`src/epmm_pkg.sv`:
```
package epmm_pkg;

    // queue depth default
    localparam int QUEUE_DEPTH_DEFAULT = 4;

    // field widths
    localparam int OP_W      = 3;
    localparam int EVENT_W   = 4;
    localparam int TIMEOUT_W = 16;
    localparam int MODE_W    = 3;
    localparam int ACTION_W  = 3;
    localparam int CMD_W     = 2;
    localparam int KIND_W    = 2;
    localparam int COAST_W   = 32;
    localparam int CFG_IDX_W = 1;
    localparam int CFG_DATA_W = 32;
    localparam int IN_DATA_W  = 24;
    localparam int OUT_DATA_W = 24;

    // register indexes
    localparam logic [CFG_IDX_W-1:0] REG_MIN_RESTART_DELAY = 1'd0;
    localparam logic [CFG_IDX_W-1:0] REG_COAST_TICKS       = 1'd1;

    // register reset values
    localparam logic [TIMEOUT_W-1:0] MIN_RESTART_DELAY_RESET = 16'd10;
    localparam logic [COAST_W-1:0]   COAST_TICKS_RESET       = 32'd6000;

    // local shutdown and sleep delays
    localparam logic [TIMEOUT_W-1:0] LOCAL_MIN_DELAY  = 16'd10;
    localparam logic [TIMEOUT_W-1:0] SHUTDOWN_REQUEST = 16'd10;
    localparam logic [TIMEOUT_W-1:0] SLEEP_REQUEST    = 16'd1;
    localparam logic [TIMEOUT_W-1:0] SHUTDOWN_LOAD =
        (SHUTDOWN_REQUEST < LOCAL_MIN_DELAY) ? LOCAL_MIN_DELAY : SHUTDOWN_REQUEST;
    localparam logic [TIMEOUT_W-1:0] SLEEP_LOAD =
        (SLEEP_REQUEST < LOCAL_MIN_DELAY) ? LOCAL_MIN_DELAY : SLEEP_REQUEST;

    // operations
    localparam logic [OP_W-1:0] OP_TICK       = 3'd0;
    localparam logic [OP_W-1:0] OP_POST       = 3'd1;
    localparam logic [OP_W-1:0] OP_REQ_RESET  = 3'd2;
    localparam logic [OP_W-1:0] OP_REQ_BOOT   = 3'd3;
    localparam logic [OP_W-1:0] OP_REQ_TESTER = 3'd4;
    localparam logic [OP_W-1:0] OP_FORCE      = 3'd5;

    // ecu modes
    localparam logic [MODE_W-1:0] M_OFF     = 3'd0;
    localparam logic [MODE_W-1:0] M_WAKE    = 3'd1;
    localparam logic [MODE_W-1:0] M_MONITOR = 3'd2;
    localparam logic [MODE_W-1:0] M_QUIET   = 3'd3;
    localparam logic [MODE_W-1:0] M_FULL    = 3'd4;

    // events
    localparam logic [EVENT_W-1:0] EV_NONE      = 4'd0;
    localparam logic [EVENT_W-1:0] EV_IGN_ON    = 4'd1;
    localparam logic [EVENT_W-1:0] EV_IGN_OFF   = 4'd2;
    localparam logic [EVENT_W-1:0] EV_COMM_TO   = 4'd3;
    localparam logic [EVENT_W-1:0] EV_COAST_TO  = 4'd4;
    localparam logic [EVENT_W-1:0] EV_STOP      = 4'd5;
    localparam logic [EVENT_W-1:0] EV_DRIVE     = 4'd6;
    localparam logic [EVENT_W-1:0] EV_CAN_WAKE  = 4'd7;
    localparam logic [EVENT_W-1:0] EV_DEEP_STOP = 4'd8;
    localparam logic [EVENT_W-1:0] EV_SHUTDOWN  = 4'd9;

    // final actions
    localparam logic [ACTION_W-1:0] FA_NONE       = 3'd0;
    localparam logic [ACTION_W-1:0] FA_SHUTDOWN   = 3'd1;
    localparam logic [ACTION_W-1:0] FA_SLEEP      = 3'd2;
    localparam logic [ACTION_W-1:0] FA_RESET      = 3'd3;
    localparam logic [ACTION_W-1:0] FA_BOOTLOADER = 3'd4;
    localparam logic [ACTION_W-1:0] FA_TESTER     = 3'd5;

    // start/stop command codes
    localparam logic [CMD_W-1:0] CMD_NONE  = 2'd0;
    localparam logic [CMD_W-1:0] CMD_START = 2'd1;
    localparam logic [CMD_W-1:0] CMD_STOP  = 2'd2;
    localparam logic [CMD_W-1:0] CMD_OVER  = 2'd3;

    // restart kinds
    localparam logic [KIND_W-1:0] KIND_RESET      = 2'd0;
    localparam logic [KIND_W-1:0] KIND_BOOTLOADER = 2'd1;
    localparam logic [KIND_W-1:0] KIND_TESTER     = 2'd2;

    // result item, last member in the lowest bits
    typedef struct packed {
        logic                sleep_target;
        logic [KIND_W-1:0]   reset_kind;
        logic                event_dropped;
        logic                wake_transceiver;
        logic [CMD_W-1:0]    coast_cmd;
        logic [CMD_W-1:0]    diag_cycle_cmd;
        logic [CMD_W-1:0]    comm_timeout_cmd;
        logic                comm_shutdown;
        logic [CMD_W-1:0]    tx_group_cmd;
        logic [ACTION_W-1:0] final_action;
        logic [MODE_W-1:0]   ecu_mode;
    } result_t;

endpackage

```
`src/ecu_power_mode_manager_top.sv`:
```
// channel   | signals                      | contents
// ----------+------------------------------+------------------------------------------
// s (in)    | s_tvalid s_tready s_tdata    | one request: operation, event, timeout,
//           | s_tuser                      | forced mode
// m (out)   | m_tvalid m_tready m_tdata    | one result per request: mode, commands,
//           |                              | stored restart kind and sleep target
// cfg       | cfg_we cfg_index cfg_data    | min_restart_delay, coast_ticks writes
//
// a request passes from acceptance into the input register, then through the state
// update logic into the result register
// sustained rate is one request per cycle while m_tready is high; timers, event queue
// and mode transition all update in the cycle a request leaves the input register
// reset clears all control state at once: mode off, queue empty, timers idle,
// registers at their reset values; no clearing pass
// a stall on the result side holds the result register; one more request waits in
// the input register, then s_tready drops until the result is taken
module ecu_power_mode_manager_top #(
    parameter int QUEUE_DEPTH = epmm_pkg::QUEUE_DEPTH_DEFAULT
) (
    input  logic                              clk,
    input  logic                              rst_n,
    // request channel
    input  logic                              s_tvalid,
    output logic                              s_tready,
    // [3:0] event_code, [19:4] timeout, [22:20] new_ecu_mode, [23] zero
    input  logic [epmm_pkg::IN_DATA_W-1:0]    s_tdata,
    // [2:0] operation
    input  logic [epmm_pkg::OP_W-1:0]         s_tuser,
    // result channel
    output logic                              m_tvalid,
    input  logic                              m_tready,
    // [2:0] ecu_mode, [5:3] final_action, [7:6] tx_group_cmd, [8] comm_shutdown,
    // [10:9] comm_timeout_cmd, [12:11] diag_cycle_cmd, [14:13] coast_cmd,
    // [15] wake_transceiver, [16] event_dropped, [18:17] reset_kind,
    // [19] sleep_target, [23:20] zero
    output logic [epmm_pkg::OUT_DATA_W-1:0]   m_tdata,
    // configuration write port
    input  logic                              cfg_we,
    input  logic [epmm_pkg::CFG_IDX_W-1:0]    cfg_index,
    input  logic [epmm_pkg::CFG_DATA_W-1:0]   cfg_data
);

    localparam int RES_W = $bits(epmm_pkg::result_t);

    // configuration registers
    logic [epmm_pkg::TIMEOUT_W-1:0] min_delay_reg;
    logic [epmm_pkg::COAST_W-1:0]   coast_ticks_reg;

    // input register
    logic                           in_valid_reg;
    logic [epmm_pkg::OP_W-1:0]      in_op_reg;
    logic [epmm_pkg::EVENT_W-1:0]   in_event_reg;
    logic [epmm_pkg::TIMEOUT_W-1:0] in_timeout_reg;
    logic [epmm_pkg::MODE_W-1:0]    in_fmode_reg;

    // block state
    logic [epmm_pkg::MODE_W-1:0]    mode_reg, mode_next;
    logic [epmm_pkg::EVENT_W-1:0]   queue_reg [QUEUE_DEPTH];
    logic [epmm_pkg::EVENT_W-1:0]   queue_next [QUEUE_DEPTH];
    logic [epmm_pkg::TIMEOUT_W-1:0] shutdown_count_reg, shutdown_count_next;
    logic [epmm_pkg::TIMEOUT_W-1:0] sleep_count_reg, sleep_count_next;
    logic [epmm_pkg::TIMEOUT_W-1:0] reset_count_reg, reset_count_next;
    logic [epmm_pkg::TIMEOUT_W-1:0] boot_count_reg, boot_count_next;
    logic [epmm_pkg::TIMEOUT_W-1:0] tester_count_reg, tester_count_next;
    logic [epmm_pkg::COAST_W-1:0]   coast_count_reg, coast_count_next;
    logic [epmm_pkg::KIND_W-1:0]    restart_kind_reg, restart_kind_next;
    logic                           sleep_flag_reg, sleep_flag_next;

    // result register
    logic                           out_valid_reg;
    epmm_pkg::result_t              result_reg, result_next;

    logic                           advance;
    logic [epmm_pkg::TIMEOUT_W-1:0] restart_load;
    logic                           queue_gap;

    // the input register moves on when the result register is free or being emptied
    assign advance  = in_valid_reg && (!out_valid_reg || m_tready);
    assign s_tready = !in_valid_reg || advance;
    assign m_tvalid = out_valid_reg;
    assign m_tdata  = {{(epmm_pkg::OUT_DATA_W - RES_W){1'b0}}, result_reg};

    // restart timers never load below the configured floor
    assign restart_load = (in_timeout_reg < min_delay_reg) ? min_delay_reg : in_timeout_reg;

    always_comb
    begin
        logic [epmm_pkg::EVENT_W-1:0] q_work [QUEUE_DEPTH];
        logic                         push_req;
        logic [epmm_pkg::EVENT_W-1:0] push_ev;
        logic                         pop_req;
        logic                         found;
        logic [epmm_pkg::EVENT_W-1:0] ev;

        mode_next           = mode_reg;
        shutdown_count_next = shutdown_count_reg;
        sleep_count_next    = sleep_count_reg;
        reset_count_next    = reset_count_reg;
        boot_count_next     = boot_count_reg;
        tester_count_next   = tester_count_reg;
        coast_count_next    = coast_count_reg;
        restart_kind_next   = restart_kind_reg;
        sleep_flag_next     = sleep_flag_reg;
        for (int k = 0; k < QUEUE_DEPTH; k++)
        begin
            q_work[k] = queue_reg[k];
        end
        push_req = 1'b0;
        push_ev  = epmm_pkg::EV_NONE;
        pop_req  = 1'b0;
        found    = 1'b0;
        ev       = epmm_pkg::EV_NONE;
        result_next = '0;

        // timers and requests
        case (in_op_reg)
            epmm_pkg::OP_TICK:
            begin
                pop_req = 1'b1;
                // only the highest-priority running timer counts
                if (shutdown_count_reg != '0)
                begin
                    shutdown_count_next = shutdown_count_reg - 1'b1;
                    if (shutdown_count_reg == 16'd1)
                    begin
                        sleep_flag_next = 1'b0;
                        result_next.final_action = epmm_pkg::FA_SHUTDOWN;
                    end
                end
                else if (sleep_count_reg != '0)
                begin
                    sleep_count_next = sleep_count_reg - 1'b1;
                    if (sleep_count_reg == 16'd1)
                    begin
                        sleep_flag_next = 1'b1;
                        result_next.final_action = epmm_pkg::FA_SLEEP;
                    end
                end
                else if (reset_count_reg != '0)
                begin
                    reset_count_next = reset_count_reg - 1'b1;
                    if (reset_count_reg == 16'd1)
                    begin
                        restart_kind_next = epmm_pkg::KIND_RESET;
                        result_next.final_action = epmm_pkg::FA_RESET;
                    end
                end
                else if (boot_count_reg != '0)
                begin
                    boot_count_next = boot_count_reg - 1'b1;
                    if (boot_count_reg == 16'd1)
                    begin
                        restart_kind_next = epmm_pkg::KIND_BOOTLOADER;
                        result_next.final_action = epmm_pkg::FA_BOOTLOADER;
                    end
                end
                else if (tester_count_reg != '0)
                begin
                    tester_count_next = tester_count_reg - 1'b1;
                    if (tester_count_reg == 16'd1)
                    begin
                        restart_kind_next = epmm_pkg::KIND_TESTER;
                        result_next.final_action = epmm_pkg::FA_TESTER;
                    end
                end
                else if (coast_count_reg != '0)
                begin
                    coast_count_next = coast_count_reg - 1'b1;
                    if (coast_count_reg == 32'd1)
                    begin
                        push_req = 1'b1;
                        push_ev  = epmm_pkg::EV_COAST_TO;
                    end
                end
            end
            epmm_pkg::OP_POST:
            begin
                if (in_event_reg != epmm_pkg::EV_NONE && in_event_reg <= epmm_pkg::EV_SHUTDOWN)
                begin
                    push_req = 1'b1;
                    push_ev  = in_event_reg;
                end
            end
            epmm_pkg::OP_REQ_RESET:
            begin
                reset_count_next = restart_load;
            end
            epmm_pkg::OP_REQ_BOOT:
            begin
                boot_count_next = restart_load;
            end
            epmm_pkg::OP_REQ_TESTER:
            begin
                tester_count_next = restart_load;
            end
            epmm_pkg::OP_FORCE:
            begin
                if (in_fmode_reg <= epmm_pkg::M_FULL)
                begin
                    mode_next = in_fmode_reg;
                end
            end
            default:
            begin
            end
        endcase

        // push into the first empty slot
        for (int k = 0; k < QUEUE_DEPTH; k++)
        begin
            if (!found && q_work[k] == epmm_pkg::EV_NONE)
            begin
                found = 1'b1;
                if (push_req)
                begin
                    q_work[k] = push_ev;
                end
            end
        end
        result_next.event_dropped = push_req && !found;

        // pop the head on a tick
        if (pop_req)
        begin
            ev = q_work[0];
            if (ev != epmm_pkg::EV_NONE)
            begin
                for (int k = 0; k < QUEUE_DEPTH - 1; k++)
                begin
                    q_work[k] = q_work[k + 1];
                end
                q_work[QUEUE_DEPTH - 1] = epmm_pkg::EV_NONE;
            end
        end

        // mode transitions
        if (ev != epmm_pkg::EV_NONE)
        begin
            case (mode_reg)
                epmm_pkg::M_QUIET:
                begin
                    if (ev == epmm_pkg::EV_IGN_ON)
                    begin
                        coast_count_next = '0;
                        result_next.tx_group_cmd     = epmm_pkg::CMD_START;
                        result_next.comm_timeout_cmd = epmm_pkg::CMD_START;
                        result_next.diag_cycle_cmd   = epmm_pkg::CMD_START;
                        mode_next = epmm_pkg::M_FULL;
                    end
                    else if (ev == epmm_pkg::EV_COMM_TO)
                    begin
                        result_next.comm_timeout_cmd = epmm_pkg::CMD_STOP;
                        mode_next = epmm_pkg::M_MONITOR;
                    end
                    else if (ev == epmm_pkg::EV_COAST_TO)
                    begin
                        result_next.coast_cmd = epmm_pkg::CMD_OVER;
                    end
                end
                epmm_pkg::M_FULL:
                begin
                    if (ev == epmm_pkg::EV_IGN_OFF)
                    begin
                        coast_count_next = coast_ticks_reg;
                        result_next.coast_cmd      = epmm_pkg::CMD_START;
                        result_next.tx_group_cmd   = epmm_pkg::CMD_STOP;
                        result_next.diag_cycle_cmd = epmm_pkg::CMD_STOP;
                        mode_next = epmm_pkg::M_QUIET;
                    end
                    else if (ev == epmm_pkg::EV_COMM_TO)
                    begin
                        result_next.coast_cmd        = epmm_pkg::CMD_OVER;
                        result_next.tx_group_cmd     = epmm_pkg::CMD_STOP;
                        result_next.diag_cycle_cmd   = epmm_pkg::CMD_STOP;
                        result_next.comm_timeout_cmd = epmm_pkg::CMD_START;
                        mode_next = epmm_pkg::M_QUIET;
                    end
                    else if (ev == epmm_pkg::EV_STOP)
                    begin
                        result_next.coast_cmd = epmm_pkg::CMD_START;
                    end
                    else if (ev == epmm_pkg::EV_DRIVE)
                    begin
                        result_next.coast_cmd = epmm_pkg::CMD_STOP;
                    end
                end
                epmm_pkg::M_WAKE, epmm_pkg::M_MONITOR:
                begin
                    if (ev == epmm_pkg::EV_CAN_WAKE)
                    begin
                        result_next.wake_transceiver = (mode_reg == epmm_pkg::M_WAKE);
                        result_next.comm_timeout_cmd = epmm_pkg::CMD_START;
                        mode_next = epmm_pkg::M_QUIET;
                    end
                    else if (ev == epmm_pkg::EV_DEEP_STOP)
                    begin
                        result_next.comm_shutdown = 1'b1;
                        sleep_count_next = epmm_pkg::SLEEP_LOAD;
                        mode_next = epmm_pkg::M_OFF;
                    end
                    else if (ev == epmm_pkg::EV_SHUTDOWN)
                    begin
                        result_next.comm_shutdown = 1'b1;
                        shutdown_count_next = epmm_pkg::SHUTDOWN_LOAD;
                        mode_next = epmm_pkg::M_OFF;
                    end
                    else if (ev == epmm_pkg::EV_COAST_TO && mode_reg == epmm_pkg::M_MONITOR)
                    begin
                        result_next.coast_cmd = epmm_pkg::CMD_OVER;
                    end
                end
                default:
                begin
                end
            endcase
        end

        for (int k = 0; k < QUEUE_DEPTH; k++)
        begin
            queue_next[k] = q_work[k];
        end
        result_next.ecu_mode     = mode_next;
        result_next.reset_kind   = restart_kind_next;
        result_next.sleep_target = sleep_flag_next;
    end

    // state, control and configuration
    always_ff @(posedge clk or negedge rst_n)
    begin
        if (!rst_n)
        begin
            min_delay_reg      <= epmm_pkg::MIN_RESTART_DELAY_RESET;
            coast_ticks_reg    <= epmm_pkg::COAST_TICKS_RESET;
            in_valid_reg       <= 1'b0;
            out_valid_reg      <= 1'b0;
            mode_reg           <= epmm_pkg::M_OFF;
            shutdown_count_reg <= '0;
            sleep_count_reg    <= '0;
            reset_count_reg    <= '0;
            boot_count_reg     <= '0;
            tester_count_reg   <= '0;
            coast_count_reg    <= '0;
            restart_kind_reg   <= epmm_pkg::KIND_RESET;
            sleep_flag_reg     <= 1'b0;
            for (int k = 0; k < QUEUE_DEPTH; k++)
            begin
                queue_reg[k] <= epmm_pkg::EV_NONE;
            end
        end
        else
        begin
            if (cfg_we)
            begin
                case (cfg_index)
                    epmm_pkg::REG_MIN_RESTART_DELAY:
                        min_delay_reg <= cfg_data[epmm_pkg::TIMEOUT_W-1:0];
                    epmm_pkg::REG_COAST_TICKS:
                        coast_ticks_reg <= cfg_data[epmm_pkg::COAST_W-1:0];
                    default:
                    begin
                    end
                endcase
            end
            if (s_tready)
            begin
                in_valid_reg <= s_tvalid;
            end
            if (advance)
            begin
                out_valid_reg      <= 1'b1;
                mode_reg           <= mode_next;
                shutdown_count_reg <= shutdown_count_next;
                sleep_count_reg    <= sleep_count_next;
                reset_count_reg    <= reset_count_next;
                boot_count_reg     <= boot_count_next;
                tester_count_reg   <= tester_count_next;
                coast_count_reg    <= coast_count_next;
                restart_kind_reg   <= restart_kind_next;
                sleep_flag_reg     <= sleep_flag_next;
                for (int k = 0; k < QUEUE_DEPTH; k++)
                begin
                    queue_reg[k] <= queue_next[k];
                end
            end
            else if (m_tready)
            begin
                out_valid_reg <= 1'b0;
            end
        end
    end

    // payload registers
    always_ff @(posedge clk)
    begin
        if (s_tready && s_tvalid)
        begin
            in_op_reg      <= s_tuser;
            in_event_reg   <= s_tdata[epmm_pkg::EVENT_W-1:0];
            in_timeout_reg <= s_tdata[epmm_pkg::EVENT_W +: epmm_pkg::TIMEOUT_W];
            in_fmode_reg   <= s_tdata[epmm_pkg::EVENT_W + epmm_pkg::TIMEOUT_W +: epmm_pkg::MODE_W];
        end
        if (advance)
        begin
            result_reg <= result_next;
        end
    end

    // queued events stay packed toward the head
    always_comb
    begin
        queue_gap = 1'b0;
        for (int k = 0; k < QUEUE_DEPTH - 1; k++)
        begin
            if (queue_reg[k] == epmm_pkg::EV_NONE && queue_reg[k + 1] != epmm_pkg::EV_NONE)
            begin
                queue_gap = 1'b1;
            end
        end
    end

    a_queue_packed: assert property (@(posedge clk) disable iff (!rst_n) !queue_gap)
        else $error("event queue has a hole");

    a_mode_range: assert property (@(posedge clk) disable iff (!rst_n)
        mode_reg <= epmm_pkg::M_FULL)
        else $error("current mode out of range");

    a_result_follows: assert property (@(posedge clk) disable iff (!rst_n)
        advance |=> m_tvalid)
        else $error("processed request gave no result");

    a_quiet_non_tick: assert property (@(posedge clk) disable iff (!rst_n)
        (advance && in_op_reg != epmm_pkg::OP_TICK) |=>
            (result_reg.final_action == epmm_pkg::FA_NONE
             && result_reg.tx_group_cmd == epmm_pkg::CMD_NONE
             && result_reg.coast_cmd == epmm_pkg::CMD_NONE))
        else $error("command issued outside a tick");

endmodule
```
`config.mk`:
```
export PLATFORM = sky130hd
export DESIGN_NAME = ecu_power_mode_manager_top
export DESIGN_NICKNAME = d
export VERILOG_FILES = /design/src/epmm_pkg.sv /design/src/ecu_power_mode_manager_top.sv
export SDC_FILE = /design/constraint.sdc
export NUM_CORES = 1
export LEC_CHECK = 0
export BUFFER_PORTS_ARGS = -buffer_cell sky130_fd_sc_hd__buf_2
export CORE_MARGIN = 1.5
export CORE_UTILIZATION = 55
export DETAILED_ROUTE_END_ITERATION = 6
export PLACE_DENSITY = 0.78
export SLEW_MARGIN = 10
export SYNTH_ARGS = -nofsm -noshare
export SYNTH_HDL_FRONTEND = slang
export SYNTH_SLANG_ARGS = --single-unit
```
`constraint.sdc`:
```
create_clock -name clk -period 2.9 [get_ports clk]
set_clock_uncertainty 0.2 [all_clocks]
set_input_delay 0.145 -clock clk [delete_from_list [all_inputs] [get_ports clk]]
set_output_delay 0.145 -clock clk [all_outputs]
set_load 0.01 [all_outputs]
```
* After elaboration in Yosys (flattened, before gate mapping)
Cells that the tools add are included.
** Cells by class
- Add/subtract/negate cells :: 6
- Multipliers :: 0
- Div/mod/pow operators :: 0
- Magnitude comparators :: 3
- Equal/unequal tests :: 31
- Shift-type cells :: 0
- Muxes and demuxes :: 136
- Bitwise operators :: 3
- Reduce and logical (&&, ||, !) cells :: 42
** Operators by type and width (count)
- two-way mux 16 bit :: 29
- two-way mux 32 bit :: 10
- one-hot mux 16 bit (2 select lines) :: 3
- equality test 16 x 1 -> 1 bit, second input constant :: 5
- nonzero test 16 bit :: 5
- subtractor 16 x 1 -> 16 bit, second input constant :: 5
- two-way mux 3 bit :: 24
- one-hot mux 32 bit (2 select lines) :: 1
- two-way mux 2 bit :: 25
- two-way mux 4 bit :: 12
- equality test 32 x 1 -> 1 bit, second input constant :: 1
- nonzero test 32 bit :: 1
- subtractor 32 x 1 -> 32 bit, second input constant :: 1
- two-way mux 1 bit :: 25
- equality test 4 x 3 -> 1 bit, second input constant :: 4
- zero test 4 bit :: 4
- less-than comparator 16 bit :: 1
- != test 2 bit, second input constant :: 7
- equality test 3 x 2 -> 1 bit, second input constant :: 4
- one-hot mux 2 bit (3 select lines) :: 2
- nonzero test 4 bit :: 3
- equality test 3 bit, second input constant :: 3
- one-hot mux 3 bit (3 select lines) :: 1
- equality test 4 x 2 -> 1 bit, second input constant :: 2
- 21 further kinds :: 43
** Word-level totals
- Bits in registers :: 230
- Bits in latches :: 0
- Memory bits (writable) :: 0
- ROM bits :: 0
- Output and inout port bits :: 26
- Memories kept :: 0

* Depth between registers and ports, before layout
- Depth after elaboration :: 19
- Mapped depth :: 11
- Gate-level depth less buffers :: 9

* Worst setup path after synthesis
OpenSTA, ideal clock, no wires.
- Kind :: reg-to-reg
- Start :: register min_delay_reg[1] (netlist name)
- End :: register tester_count_reg[4] (netlist name)
- Setup time :: 121 ps
- Data arrival time :: 2899 ps
- Required time :: 2579 ps
- Slack :: -321 ps
- Cell stages (with the launch flop) :: 11
- Period minus slack after synthesis :: 3221 ps
- Cell sequence :: dfstp_2 inv_1 ha_1 o21ai_0 o21ai_0 a21oi_1 o31ai_1 clkbuf_1 mux2i_1 a22oi_1 o22a_1
** On the way
- Cells in the longest elaborated chain, start to end :: 3
** Ends and longest elaborated chain
- from (decl) :: RTL line ecu_power_mode_manager_top.sv:46 : logic [epmm_pkg::TIMEOUT_W-1:0] min_delay_reg;
- from (signal assigned) :: RTL line ecu_power_mode_manager_top.sv:332 : min_delay_reg <= epmm_pkg::MIN_RESTART_DELAY_RESET;
- from (signal assigned) :: RTL line ecu_power_mode_manager_top.sv:356 : min_delay_reg <= cfg_data[epmm_pkg::TIMEOUT_W-1:0];
- less-than comparator 16 bit :: RTL line ecu_power_mode_manager_top.sv:84 : assign restart_load = (in_timeout_reg < min_delay_reg) ? min_delay_reg : in_timeout_reg;
- two-way mux 16 bit :: RTL line ecu_power_mode_manager_top.sv:84
- one-hot mux 16 bit (2 select lines) :: RTL line ecu_power_mode_manager_top.sv:116 : case (in_op_reg)
- to (signal assigned) :: RTL line ecu_power_mode_manager_top.sv:376 : tester_count_reg <= tester_count_next;
- to (decl) :: RTL line ecu_power_mode_manager_top.sv:64 : logic [epmm_pkg::TIMEOUT_W-1:0] tester_count_reg, tester_count_next;
No other way between the ends.
A chain may end at the register's enable or synchronous reset.

* Final worst setup path
- Start :: register shutdown_count_reg[2] (netlist name)
- End :: register queue_reg[6] (netlist name)
** On the way
- Cells in the longest elaborated chain, start to end :: 8
- Elaborated cells on any way between the ends :: 14
- Classes of those cells :: mux: 12; reduce/logical: 2
** Ends and longest elaborated chain
- from (decl) :: RTL line ecu_power_mode_manager_top.sv:60 : logic [epmm_pkg::TIMEOUT_W-1:0] shutdown_count_reg, shutdown_count_next;
- from (signal assigned) :: RTL line ecu_power_mode_manager_top.sv:372 : shutdown_count_reg <= shutdown_count_next;
- nonzero test 16 bit (*) :: RTL line ecu_power_mode_manager_top.sv:121 : if (shutdown_count_reg != '0)
- two-way mux 3 bit or two-way mux 1 bit (tied branches) :: RTL line ecu_power_mode_manager_top.sv:121
- one-hot mux 4 bit (2 select lines) or one-hot mux 1 bit (2 select lines) (tied branches) :: RTL line ecu_power_mode_manager_top.sv:116
- two-way mux 4 bit :: RTL line ecu_power_mode_manager_top.sv:214 : if (push_req)
- two-way mux 4 bit :: RTL line ecu_power_mode_manager_top.sv:211 : if (!found && q_work[k] == epmm_pkg::EV_NONE)
- nonzero test 4 bit :: RTL line ecu_power_mode_manager_top.sv:226 : if (ev != epmm_pkg::EV_NONE)
- two-way mux 16 bit :: RTL line ecu_power_mode_manager_top.sv:226
- two-way mux 16 bit (*) :: RTL line ecu_power_mode_manager_top.sv:223 : if (pop_req)
- to (signal, indexed assignment) :: RTL line ecu_power_mode_manager_top.sv:347 : queue_reg[k] <= epmm_pkg::EV_NONE;
- to (signal, indexed assignment) :: RTL line ecu_power_mode_manager_top.sv:382 : queue_reg[k] <= queue_next[k];
- to (decl) :: RTL line ecu_power_mode_manager_top.sv:58 : logic [epmm_pkg::EVENT_W-1:0] queue_reg [QUEUE_DEPTH];
Mark *: on every way between the ends. The rest lies on a longest branch, timed or not.

==> impl_metrics.py <==
metrics = {
    "place": {
        "placed_cells": 1788,
        "gp_congestion": 0.938,
        "dpl_cell_area_mm2": 0.0145,
        "dp_hpwl_mm": 24.2,
        "port_buffers": 85,
    },
    "run_status": {
        "violations": "negative setup slack",
        "status": "finished, violations left",
    },
    "die": {
        "io_pins": 91,
        "initial_utilization_pct": 55.9,
        "die_h_um": 154,
        "core_area_mm2": 0.0225,
        "num_rows": 55,
        "die_x_um": 154,
        "dieArea_mm2": 0.0238,
    },
    "setup_path": {
        "crit_buf_inv": 3,
        "cp.arrival_ns": 3.36,
        "required_ns": 3.13,
        "rrSetupSlack_ns": -0.23,
        "cp_slowest_cell": "or4_4",
        "critPathMaxFanout": 7,
        "worstRegToRegCells": 10,
        "crit_type": "flip-flop to flip-flop",
        "cpLargestDelayFamily": "simple AND/OR/NAND/NOR gates",
        "r2r-end": "queue_reg[6]$_DFFE_PN0P_",
        "critical-path-max-stage-delay_ns": 0.54,
        "path_common_cell": "buf_6",
        "r2r-start": "shutdown_count_reg[2]$_DFFE_PN0P_",
        "critPathLaunchType": "flip-flop",
        "cp-startpoint": "shutdown_count_reg[2]$_DFFE_PN0P_",
        "worstSetupEndpointType": "flip-flop",
        "cp_cell_sequence": "or4_4 -> or4b_4 -> and3b_2 -> and3_4 -> buf_6 -> buf_6 -> a22o_1 -> buf_6 -> a211oi_2 -> nor3_1",
        "critical_path_depth": 10,
    },
    "logic_synthesis": {
        "syn_avg_cell_area_um2": 9.59,
        "syn_area_mm2": 0.0126,
        "async_reset_ff_share_pct": 80.7,
        "synth_compound_area_share_pct": 16.8,
        "synth_top_family_by_area": "simple AND/OR/NAND/NOR gates",
        "synthXorXnorAreaFrac_pct": 1.67,
        "synth.most_common_cell": "dfrtp_1",
        "synth-simple-area-share_pct": 23.0,
        "synthMuxAreaShare_pct": 4.66,
        "yosysTopAreaCellShare_pct": 34.8,
        "synth_common_cells": "dfrtp_1, nand2_1, nor2_1",
        "synth_seq_cells": 228,
        "yosysTopAreaCell": "dfrtp_1",
        "yosysWarnings": 0,
        "synthFlopType": "dfrtp_1",
        "ys_types": 85,
        "netlist_instances": 1311,
        "netlist_top_cells_area": "dfrtp_1, edfxtp_1, mux2_2, a21oi_1, nand2_1",
        "synth_edf_count": 44,
        "yosysSeqAreaShare_pct": 47.2,
        "synth_fa_ha_area_share_pct": 2.99,
    },
    "timing": {
        "finalMaxSlewViolations": 0,
        "finalSetupViolCount": 98,
        "tightest_slew_ns": 0.827,
        "setup_ws_ns": -0.233,
        "min_period_ns": 3.13,
        "rsz0062_at_grt": "true",
        "fin_crit_sh_pct": 108,
        "relSlewSlack_pct": 44.4,
        "hold_viol_final": 0,
        "max_freq_mhz": 319,
    },
    "global_routing": {
        "track_usage_pct": 33.7,
        "antenna_found_initial": 0,
        "grt_max_degree": 79,
        "grt_pass1_wl_mm": 64.3,
        "gr-total-overflow": 0,
        "first_global_vias": 12500,
    },
    "power": {
        "pwr-share-comb_pct": 37.1,
        "power.density_mw_per_mm2": 743,
        "switching_share_pct": 35.7,
        "clkPwrFrac_pct": 26.7,
        "p_int_w": 0.00838,
        "peakVddDrop_uv": 522,
        "p_seq_share_pct": 36.2,
        "p_leak_nw": 7.47,
        "switchingPower_w": 0.00465,
    },
    "routing": {
        "ant_nets": 0,
        "dr_total_vias": 12700,
        "routed.top_layer": "met4",
        "wl_met1_mm": 16.0,
        "drtIter0Drc": 1133,
        "wire_per_inst_um": 21.3,
        "drt_wl_total_mm": 41.5,
        "dr_wl_met2_mm": 20.0,
        "drc": 0,
        "firstDrtPassIters": 7,
        "wl_met3_mm": 3.41,
        "via_per_inst": 6.50,
    },
    "clocking": {
        "cts_buffers": 25,
        "cts_num_sinks": 228,
        "cts_root_buffer": "clkbuf_16",
        "clk_pin_slew_ns": 0.07,
        "insertion_delay_ns": 0.53,
        "tritoncts": "yes",
        "cts_max_path_buffers": 3,
        "ctsHtreeMaxLevel": 1,
    },
    "finish": {
        "area_growth_pct": 39.4,
        "nets": 1744,
        "final_cells": 1952,
        "diodes": 0,
        "final_design_area_no_fill_mm2": 0.0175,
        "nFillCells": 1338,
        "drive_gt1_share_pct": 33.6,
        "final_core_util_pct": 77.9,
    },
    "job": {
        "cap_violations": 0,
    },
    "min_path": {
        "hold_path.class": "primary input to async pin",
    },
}
## cells in the final DEF, fill, tap and decap left out, types with 10 or more instances in the layout
cell type and count:
a21oi_1 75, a31oi_1 12, a21oi_2 20, clkbuf_16 27
and3_1 13, buf_6 34, buf_4 168, ha_1 30
nand2_1 113, mux2_2 43, nor3_1 39, nand2b_1 10
o21ai_1 25, nand3_1 44, dfrtp_1 175, inv_1 34
o211ai_1 17, or4_4 11, dlygate4sd3_1 77, xnor2_1 17
edfxtp_1 44, buf_2 84, or4_1 16, buf_12 10
nor2_1 103, or3_1 19, o21ai_0 55, nor4_1 16
nand4_1 26
## per-layer routing
layer  vias up  GRT usage [%]
li1       5577              -
met1      6161           42.5
met2       753           57.4
met3       193           5.46
met4         0           14.9
met5         -              0
## power groups by stage
stage | registers, W | clock network [W] | logic, W
2_1_floorplan | 0.00462 | 0 | 0.00243
3_3_place_gp | 0.00464 | 0 | 0.00389
3_5_place_dp | 0.00467 | 0 | 0.00403
4_1_cts | 0.00464 | 0.00347 | 0.00439
5_1_grt | 0.00479 | 0.00360 | 0.00524
6_report | 0.00472 | 0.00348 | 0.00483
## through the flow
step,hold WS (ns),worst slack (ns),TNS [ns],power [W]
after floorplan,-0.351,-0.150,-0.611,0.00705
after global placement,-0.0933,-0.0778,-1.86,0.00853
after detailed placement,-0.0915,-0.158,-4.51,0.00870
after CTS,0.0427,-0.167,-5.85,0.0125
after global routing,0.0536,-0.295,-17.21,0.0136
final,0.0523,-0.233,-9.11,0.0130
## kinds of logic (layout without fill, tap and decap cells)
kind of cell / after synthesis / in the layout
xor+xnor: 24 / 24
buf+inv: 105 / 458
flops: 228 / 228
mux: 53 / 53
simple gates: 538 / 538
other cells: 1 / 4
compound gates: 332 / 332
fa+ha+maj: 30 / 30
## final cells by class
class,count,area (um^2),share of cell area [%]
clock inverter,11,145,0.828
sequential,228,5940,33.9
clock buffer,34,761,4.34
multi-input combinational,981,7050,40.2
timing repair buffer,378,3150,17.9
tap,285,357,2.03
inverter,35,131,0.749
## how the worst max path moves through the flow
| stage | endpoint |
|---|---|
| floorplan | coast_count_reg[12]$_DFFE_PN0P_ |
| global placement | tester_count_reg[2]$_DFFE_PN0P_ |
| detailed placement | coast_count_reg[20]$_DFFE_PN0P_ |
| CTS | shutdown_count_reg[8]$_DFFE_PN0P_ |
| global route | shutdown_count_reg[3]$_DFFE_PN0P_ |
| finish | queue_reg[6]$_DFFE_PN0P_ |
## what timing repair did
action | in CTS | in global routing
gates cloned | 6 | 1
pin swaps | 52 | 40
buffers inserted | 23 | 14
hold buffers | 78 | 0
gates resized for setup | 125 | 116
endpoints found under the setup margin | 86 | 129
hold endpoints to repair | 260 | 0
Note: power is estimated with default switching activity, not from simulation.
